==> src/mst_pkg.sv <==
// mst_pkg: shared types and constants for the multi-slot software timer
// holds opcode and result kind codes, beat structs and controller status
// no dependencies
package mst_pkg;

  // default number of timer slots
  localparam int SLOTS_DEF = 16;

  // timer count and per-slot word widths
  localparam int TW = 32;

  // opcodes of an input beat
  typedef enum logic [2:0] {
    OP_TICK    = 3'd0,
    OP_LOAD    = 3'd1,
    OP_START   = 3'd2,
    OP_STOP    = 3'd3,
    OP_SERVICE = 3'd4
  } opcode_t;

  // result kinds
  typedef enum logic [1:0] {
    KIND_ACK   = 2'd0,
    KIND_BUSY  = 2'd1,
    KIND_FIRED = 2'd2,
    KIND_NONE  = 2'd3
  } kind_t;

  // input beat
  typedef struct packed {
    logic [2:0]    opcode;
    logic [3:0]    slot;
    logic [TW-1:0] delay;
    logic [TW-1:0] period;
  } in_t;

  // result beat
  typedef struct packed {
    logic [1:0] kind;
    logic [3:0] fired_slot;
    logic       last;
  } out_t;

  // scan controller states
  typedef enum logic [1:0] {
    ST_IDLE  = 2'd0,
    ST_SCAN  = 2'd1,
    ST_FLUSH = 2'd2
  } state_t;

  // controller status toward the datapath
  typedef struct packed {
    logic busy;
    logic rd_en;
    logic proc_valid;
    logic flush;
  } ctrl_t;

endpackage

==> src/multi_slot_software_timer.sv <==
// multi_slot_software_timer: bank of timer slots sharing one tick counter
// depends on mst_pkg, mst_ram, mst_ctrl
//
// Usage: drive in_data and raise start; the beat is taken at a clock edge
// where start is high and busy is low. Results appear on out_data for one
// cycle each, marked by out_valid; the receiver must take them as they come
// and cannot stall the block.
// Timing and throughput: tick, load, start, stop and unknown opcodes
// answer with one beat in the next cycle; busy stays low, so such beats
// may be given every cycle. service scans the slot memory one entry per
// cycle through its single read port, pipelined against the write-back
// of the previous entry, and holds busy while it runs.
// Fired beats leave during the scan, one behind the slot that found the
// next hit; the final beat (last set) is on the ports in the same cycle
// as busy falls.
// Reset clears the tick count, the active bits and the per-slot loaded
// bits; an entry never loaded reads as zero deadline and zero interval, so
// no clearing pass is needed and the block takes a beat right after reset.
module multi_slot_software_timer #(
  parameter int SLOTS = mst_pkg::SLOTS_DEF
) (
  input  logic          clk,
  input  logic          rst_n,
  input  logic          start,
  output logic          busy,
  input  mst_pkg::in_t  in_data,
  output logic          out_valid,
  output mst_pkg::out_t out_data
);

  localparam int AW = (SLOTS > 1) ? $clog2(SLOTS) : 1;
  localparam int TW = mst_pkg::TW;

  mst_pkg::ctrl_t ctl;
  logic [AW-1:0]  rd_addr;
  logic [AW-1:0]  proc_idx;
  logic           accept;
  logic           go_service;
  logic           in_bank;
  logic [AW-1:0]  slot_addr;

  logic [TW-1:0]    tick_r, tick_nxt;
  logic [SLOTS-1:0] active_r, active_nxt;
  logic [SLOTS-1:0] loaded_r, loaded_nxt;
  logic             pend_valid_r, pend_valid_nxt;
  logic [AW-1:0]    pend_slot_r, pend_slot_nxt;
  logic             out_valid_r, out_valid_nxt;
  mst_pkg::out_t    out_r, out_nxt;

  logic            we;
  logic [AW-1:0]   waddr;
  logic [2*TW-1:0] wdata;
  logic [2*TW-1:0] rdata;
  logic [TW-1:0]   dl;
  logic [TW-1:0]   iv;
  logic [TW-1:0]   add_op;
  logic [TW-1:0]   add_sum;
  logic            hit;

  assign busy       = ctl.busy;
  assign accept     = start && !ctl.busy;
  assign go_service = accept && (in_data.opcode == mst_pkg::OP_SERVICE);
  assign in_bank    = ({28'd0, in_data.slot} < 32'(SLOTS));
  assign slot_addr  = AW'(in_data.slot);

  // scan sequencer
  mst_ctrl #(.SLOTS(SLOTS)) u_ctrl (
    .clk        (clk),
    .rst_n      (rst_n),
    .go_service (go_service),
    .ctl        (ctl),
    .rd_addr    (rd_addr),
    .proc_idx   (proc_idx)
  );

  // slot memory: deadline in the upper word, repeat interval in the lower
  mst_ram #(.WIDTH(2 * TW), .DEPTH(SLOTS)) u_ram (
    .clk   (clk),
    .we    (we),
    .waddr (waddr),
    .wdata (wdata),
    .re    (ctl.rd_en),
    .raddr (rd_addr),
    .rdata (rdata)
  );

  // entry under service, unloaded entries read as zero
  assign dl  = loaded_r[proc_idx] ? rdata[2*TW-1:TW] : '0;
  assign iv  = loaded_r[proc_idx] ? rdata[TW-1:0] : '0;
  assign hit = ctl.proc_valid && active_r[proc_idx] && (tick_r >= dl);

  // shared adder: load delay or rearm interval
  assign add_op  = ctl.proc_valid ? iv : in_data.delay;
  assign add_sum = tick_r + add_op;

  // opcode handling and scan write-back
  always_comb begin
    tick_nxt       = tick_r;
    active_nxt     = active_r;
    loaded_nxt     = loaded_r;
    pend_valid_nxt = pend_valid_r;
    pend_slot_nxt  = pend_slot_r;
    out_valid_nxt  = 1'b0;
    out_nxt        = out_r;
    we             = 1'b0;
    waddr          = slot_addr;
    wdata          = {add_sum, in_data.period};

    // accepted commands; service answers with no beat here
    if (accept) begin
      out_nxt.kind       = mst_pkg::KIND_ACK;
      out_nxt.fired_slot = in_data.slot;
      out_nxt.last       = 1'b1;
      out_valid_nxt      = 1'b1;
      unique case (in_data.opcode)
        mst_pkg::OP_TICK: begin
          tick_nxt = tick_r + 1'b1;
        end
        mst_pkg::OP_LOAD: begin
          if (in_bank) begin
            we                    = 1'b1;
            loaded_nxt[slot_addr] = 1'b1;
          end
        end
        mst_pkg::OP_START: begin
          if (in_bank && active_r[slot_addr]) begin
            out_nxt.kind = mst_pkg::KIND_BUSY;
          end else if (in_bank) begin
            active_nxt[slot_addr] = 1'b1;
          end
        end
        mst_pkg::OP_STOP: begin
          if (in_bank) begin
            active_nxt[slot_addr] = 1'b0;
          end
        end
        mst_pkg::OP_SERVICE: begin
          out_valid_nxt  = 1'b0;
          pend_valid_nxt = 1'b0;
        end
        default: begin
          out_nxt.kind = mst_pkg::KIND_ACK;
        end
      endcase
    end

    // expired slot: release the held beat, hold this one, rearm or stop
    if (hit) begin
      if (pend_valid_r) begin
        out_valid_nxt      = 1'b1;
        out_nxt.kind       = mst_pkg::KIND_FIRED;
        out_nxt.fired_slot = 4'(pend_slot_r);
        out_nxt.last       = 1'b0;
      end
      pend_valid_nxt = 1'b1;
      pend_slot_nxt  = proc_idx;
      if (iv == '0) begin
        active_nxt[proc_idx] = 1'b0;
      end else begin
        we                   = 1'b1;
        waddr                = proc_idx;
        wdata                = {add_sum, iv};
        loaded_nxt[proc_idx] = 1'b1;
      end
    end

    // closing beat of a service
    if (ctl.flush) begin
      out_valid_nxt = 1'b1;
      out_nxt.last  = 1'b1;
      if (pend_valid_r) begin
        out_nxt.kind       = mst_pkg::KIND_FIRED;
        out_nxt.fired_slot = 4'(pend_slot_r);
      end else begin
        out_nxt.kind       = mst_pkg::KIND_NONE;
        out_nxt.fired_slot = '0;
      end
    end
  end

  // control state
  always_ff @(posedge clk) begin
    if (!rst_n) begin
      tick_r       <= '0;
      active_r     <= '0;
      loaded_r     <= '0;
      pend_valid_r <= 1'b0;
      out_valid_r  <= 1'b0;
    end else begin
      tick_r       <= tick_nxt;
      active_r     <= active_nxt;
      loaded_r     <= loaded_nxt;
      pend_valid_r <= pend_valid_nxt;
      out_valid_r  <= out_valid_nxt;
    end
  end

  // payload registers
  always_ff @(posedge clk) begin
    pend_slot_r <= pend_slot_nxt;
    out_r       <= out_nxt;
  end

  assign out_valid = out_valid_r;
  assign out_data  = out_r;

endmodule

==> src/mst_ram.sv <==
// mst_ram: generic single-clock ram, one write port, one registered read port
// no dependencies
module mst_ram #(
  parameter int WIDTH = 64,
  parameter int DEPTH = 16,
  localparam int AW = (DEPTH > 1) ? $clog2(DEPTH) : 1
) (
  input  logic             clk,
  input  logic             we,
  input  logic [AW-1:0]    waddr,
  input  logic [WIDTH-1:0] wdata,
  input  logic             re,
  input  logic [AW-1:0]    raddr,
  output logic [WIDTH-1:0] rdata
);

  logic [WIDTH-1:0] mem [DEPTH];
  logic [WIDTH-1:0] rdata_r;

  // write port
  always_ff @(posedge clk) begin
    if (we) begin
      mem[waddr] <= wdata;
    end
  end

  // registered read port
  always_ff @(posedge clk) begin
    if (re) begin
      rdata_r <= mem[raddr];
    end
  end

  assign rdata = rdata_r;

endmodule

==> src/mst_ctrl.sv <==
// mst_ctrl: service scan sequencer, walks the slot memory one entry a cycle
// depends on mst_pkg
module mst_ctrl #(
  parameter int SLOTS = mst_pkg::SLOTS_DEF,
  localparam int AW = (SLOTS > 1) ? $clog2(SLOTS) : 1
) (
  input  logic           clk,
  input  logic           rst_n,
  input  logic           go_service,
  output mst_pkg::ctrl_t ctl,
  output logic [AW-1:0]  rd_addr,
  output logic [AW-1:0]  proc_idx
);

  localparam int CW = $clog2(SLOTS + 1);

  mst_pkg::state_t state_r, state_nxt;
  logic [CW-1:0]   cnt_r, cnt_nxt;
  logic [CW-1:0]   cnt_m1;

  // next state and scan counter
  always_comb begin
    state_nxt = state_r;
    cnt_nxt   = cnt_r;
    unique case (state_r)
      mst_pkg::ST_IDLE: begin
        cnt_nxt = '0;
        if (go_service) begin
          state_nxt = mst_pkg::ST_SCAN;
        end
      end
      mst_pkg::ST_SCAN: begin
        cnt_nxt = cnt_r + 1'b1;
        if (cnt_r == CW'(SLOTS)) begin
          state_nxt = mst_pkg::ST_FLUSH;
        end
      end
      mst_pkg::ST_FLUSH: begin
        state_nxt = mst_pkg::ST_IDLE;
      end
      default: begin
        state_nxt = mst_pkg::ST_IDLE;
      end
    endcase
  end

  always_ff @(posedge clk) begin
    if (!rst_n) begin
      state_r <= mst_pkg::ST_IDLE;
      cnt_r   <= '0;
    end else begin
      state_r <= state_nxt;
      cnt_r   <= cnt_nxt;
    end
  end

  // read slot cnt, process slot cnt - 1, read in the previous cycle
  assign cnt_m1   = cnt_r - 1'b1;
  assign rd_addr  = cnt_r[AW-1:0];
  assign proc_idx = cnt_m1[AW-1:0];

  // status outputs
  always_comb begin
    ctl = '0;
    unique case (state_r)
      mst_pkg::ST_IDLE: begin
        ctl.busy = 1'b0;
      end
      mst_pkg::ST_SCAN: begin
        ctl.busy       = 1'b1;
        ctl.rd_en      = (cnt_r != CW'(SLOTS));
        ctl.proc_valid = (cnt_r != '0);
      end
      mst_pkg::ST_FLUSH: begin
        ctl.busy  = 1'b1;
        ctl.flush = 1'b1;
      end
      default: begin
        ctl.busy = 1'b1;
      end
    endcase
  end

endmodule
==> config.mk <==
export PLATFORM = sky130hd
export DESIGN_NAME = multi_slot_software_timer
export DESIGN_NICKNAME = d
export VERILOG_FILES = /design/src/mst_pkg.sv /design/src/multi_slot_software_timer.sv /design/src/mst_ram.sv /design/src/mst_ctrl.sv
export SDC_FILE = /design/constraint.sdc
export NUM_CORES = 1
export LEC_CHECK = 0
export BUFFER_PORTS_ARGS = -buffer_cell sky130_fd_sc_hd__buf_2
export CAP_MARGIN = 20
export CORE_ASPECT_RATIO = 1.2
export CORE_UTILIZATION = 35
export DETAILED_ROUTE_END_ITERATION = 16
export PLACE_DENSITY = 0.51
export SLEW_MARGIN = 20
export SYNTH_ARGS = -nofsm -noshare
export SYNTH_HDL_FRONTEND = slang
export SYNTH_SLANG_ARGS = --single-unit
==> constraint.sdc <==
create_clock -name clk -period 13.6 [get_ports clk]
set_input_delay 0.68 -clock clk [delete_from_list [all_inputs] [get_ports clk]]
set_output_delay 0.68 -clock clk [all_outputs]
set_load 0.02 [all_outputs]
==> results.py <==
metrics = {
    "worst_setup_path": {
        "path_max_fanout": 37,
        "r2r_slack_ns": 4.63,
        "worstPathRequired_ns": 13.95,
        "reg2reg_to": "u_ram.mem[9][61]$_DFFE_PP_",
        "crit_type": "register to register",
        "reg2reg_from": "u_ctrl.cnt_r[0]$_SDFFE_PN0P_",
        "worstSetupEndpointType": "register",
        "rr_worst_depth": 19,
        "worstSetupStartpointType": "register",
        "arrival_ns": 9.32,
    },
    "clocking": {
        "post-cts-setup-buffers": 0,
        "clk_latency_ns": 0.75,
        "hold_buffers": 0,
        "root_buffer": "clkbuf_16",
        "htreeDepth": 3,
        "cts_buffer_depth": 3,
        "numCtsBuffers": 117,
        "clkSlewWorstSetupHoldPaths_ns": 0.07,
        "cts_resized": 0,
        "cts_sinks": 1172,
        "tritoncts": "yes",
    },
    "worst_hold_path": {
        "min_from": "in_data[68]",
        "hold_path.class": "primary input to register",
        "holdPathEnd": "out_data[5]$_DFF_P_",
        "min_path_cells": 4,
    },
    "timing": {
        "rsz0062_at_grt": "false",
        "tns_ns": 0,
        "hold_violations": 0,
        "timing.final.ws_setup_ns": 4.63,
        "slew-limit-headroom_pct": 24.3,
        "slew_violations": 0,
        "timing.fmax_ghz": 0.111,
        "setup_viol": 0,
        "fin_crit_ns": 8.97,
        "clock_skew_ns": 0.0537,
        "tightestPinTransition_ns": 1.14,
        "period_share_pct": 66.0,
        "timing.hold.ws_ns": 0.316,
    },
    "power_and_ir_drop": {
        "power_switching_mw": 1.53,
        "p_comb_share_pct": 2.6,
        "total_power_mw": 7.43,
        "ir_worst_vdd_v": 0.000116,
        "switching_share_pct": 20.6,
        "p_clk_share_pct": 44.1,
        "p_int_mw": 5.90,
        "seq_power_share_pct": 53.3,
        "leakage_nw": 17.1,
        "p_per_area_nw_per_um2": 135,
    },
    "grt": {
        "grt_usage_pct": 18.5,
        "gr-total-overflow": 0,
        "grt_pass1_vias": 25824,
        "antenna_found_initial": 14,
        "grt_pass1_wl_um": 185000,
        "grt_max_degree": 79,
    },
    "drt": {
        "post_drt_wl_per_cell_um": 28.3,
        "via_per_inst": 5.45,
        "ant_nets": 0,
        "via_count": 24622,
        "drcViolationCount": 0,
        "wl_um": 128000,
        "drt_pass1_iterations": 5,
        "drtIter0Drc": 2351,
    },
    "synthesis": {
        "postSynthAreaPerCell_um2": 19.4,
        "yosys-top-cells-area": "edfxtp_1 69%, mux4_2 16%, dfxtp_1 3.3%",
        "yosysTopAreaCell": "edfxtp_1",
        "synthFlopType": "edfxtp_1",
        "syn_inst": 2464,
        "async_flop_share_pct": 0,
        "syn_nets": 2608,
        "synth.distinct_cells": 72,
        "synth-seq-area-share_pct": 71.9,
        "synth_area_um2": 47900,
        "synth_seq_cells": 1172,
        "synth-edff-count": 1092,
        "synth_top_area_share_pct": 68.5,
        "yosys_warnings": 0,
    },
    "placement": {
        "finalWeightedCongestion": 0.891,
        "dp_hpwl_um": 74400,
        "pre_cts_ws_ns": 4.60,
        "io_buffers": 82,
    },
    "run": {
        "maxCapViolCount": 0,
    },
    "cells_and_area": {
        "final_cell_mix": "1092 x edfxtp_1, 333 x mux4_2, 149 x nand2_1",
        "final_common_cell": "edfxtp_1",
        "regArea_um2": 34400,
        "antenna_cells": 0,
        "filler_cell_count": 11997,
        "synthToLayoutAreaGrowth_pct": 14.9,
        "fin_nets": 2761,
        "multi_input_area_um2": 13300,
        "drive_gt1_share_pct": 27.6,
    },
    "floorplanning": {
        "die_h_um": 407,
        "die_area_um2": 138000,
        "core_area_um2": 136000,
        "die_w_um": 340,
        "rows": 148,
        "io_pins": 83,
        "initial_core_util_pct": 35.3,
    },
    "status": {
        "outcome": "complete, no violations",
    },
}
## metrics by stage
stage               instance area [um2]  std cells  utilization [%]
finish                            55000       4514             40.5
global route                      55000       4514             40.5
CTS                               54800       4511             40.4
detailed placement                50900       4295             37.5
global placement                  50900       4295             37.5
floorplan                         47900       2464                -
## worst max-delay path, stage by stage, from the launching register on
cell and delay, ns:
dfxtp_4 0.82, inv_1 0.35, ha_1 0.40, xnor2_2 0.42, clkinv_1 0.33, nand3_1 0.57
o22a_1 0.34, and2_2 0.71, buf_4 0.51, nand2_1 0.26, o21ai_0 0.39, ha_1 0.37
a211oi_1 0.46, nor3_1 0.12, a21oi_1 0.29, a21oi_1 0.20, o32ai_1 0.78, o211a_1 0.31
nor2_1 0.07, xor2_1 0.82
## final cells by class
type,instances,share of cell area [%]
clock buffer,143,5.70
clock inverter,73,1.37
inverter,52,0.366
multi-input combinational,1121,24.2
sequential,1172,62.5
tap,1800,4.09
timing repair buffer,153,1.76
## layer usage
layer	part of all wire, %	GRT usage (%)	wire length (um)	up-vias
li1	-	-	-	10449
met1	42	24.8	53700	13204
met2	50	31.2	63700	766
met3	5.4	2.60	6850	191
met4	2.5	5.68	3220	12
met5	0.053	0	67	-
## kinds of logic (layout without fill, tap and decap cells)
logic type      count (synthesis)  in the layout  share of synthesized area (%)
flops                        1172           1172                           71.9
mux                           375            375                           16.6
simple gates                  373            373                           3.71
compound gates                245            245                           3.47
buf+inv                       171            421                           1.48
fa+ha+maj                      70             70                           1.85
xor+xnor                       58             58                           1.08
## worst max-delay path by stage
stage               depth (start not counted)                         start  slack, ns                          to
finish                                     19  u_ctrl.cnt_r[0]$_SDFFE_PN0P_       4.63  u_ram.mem[9][61]$_DFFE_PP_
global route                               19  u_ctrl.cnt_r[0]$_SDFFE_PN0P_       3.89  u_ram.mem[4][54]$_DFFE_PP_
CTS                                        19  u_ctrl.cnt_r[0]$_SDFFE_PN0P_       4.52  u_ram.mem[5][61]$_DFFE_PP_
detailed placement                         19  u_ctrl.cnt_r[0]$_SDFFE_PN0P_       4.60  u_ram.mem[4][35]$_DFFE_PP_
global placement                           19  u_ctrl.cnt_r[0]$_SDFFE_PN0P_       4.91  u_ram.mem[4][35]$_DFFE_PP_
floorplan                                  25  u_ctrl.cnt_r[0]$_SDFFE_PN0P_       2.89  u_ram.mem[15][0]$_DFFE_PP_
## Yosys cell counts, types with 3 or more instances
master and n:
edfxtp_1 1092, mux4_2 333, nand2_1 149, dfxtp_1 80, clkbuf_1 73, o21ai_0 71, ha_1 69, nor2_1 67
inv_1 50, xnor2_1 46, nand3_1 40, a21oi_1 35, mux2i_1 34, buf_1 32, and2_1 31, a31oi_1 19
o31ai_1 17, o32ai_1 17, o221ai_1 16, nor2b_1 15, and3_1 13, nand4_1 12, xor2_1 11, nor4_1 10
a21boi_0 9, o21a_1 9, a211oi_1 8, mux2_2 8, nor3_1 8, o21bai_1 7, or3_1 7, a21o_1 6
buf_6 6, o211ai_1 6, buf_2 5, a32o_1 4, a2111oi_0 3, and4_1 3, buf_4 3, nand2b_1 3
or2_2 3
## state kept, by name (all words and copies together), names as in the netlist
register,cells
u_ram.mem,1024
u_ram.rdata,64
tick_r,32
active_r,16
loaded_r,16
out_data,7
u_ctrl.cnt_r,5
pend_slot_r,4
u_ctrl.state_r,2
out_valid,1
pend_valid_r,1
## power by group through the flow
stage / combinational, mW / sequential, mW / clock (mW)
after floorplan: 0.106 / 4.03 / 0
after global routing: 0.209 / 3.96 / 3.47
after detailed placement: 0.191 / 4.04 / 0
final: 0.193 / 3.96 / 3.28
after global placement: 0.185 / 4.04 / 0
after CTS: 0.191 / 3.96 / 3.35
No activity file was read; power rests on OpenSTA's default activity.
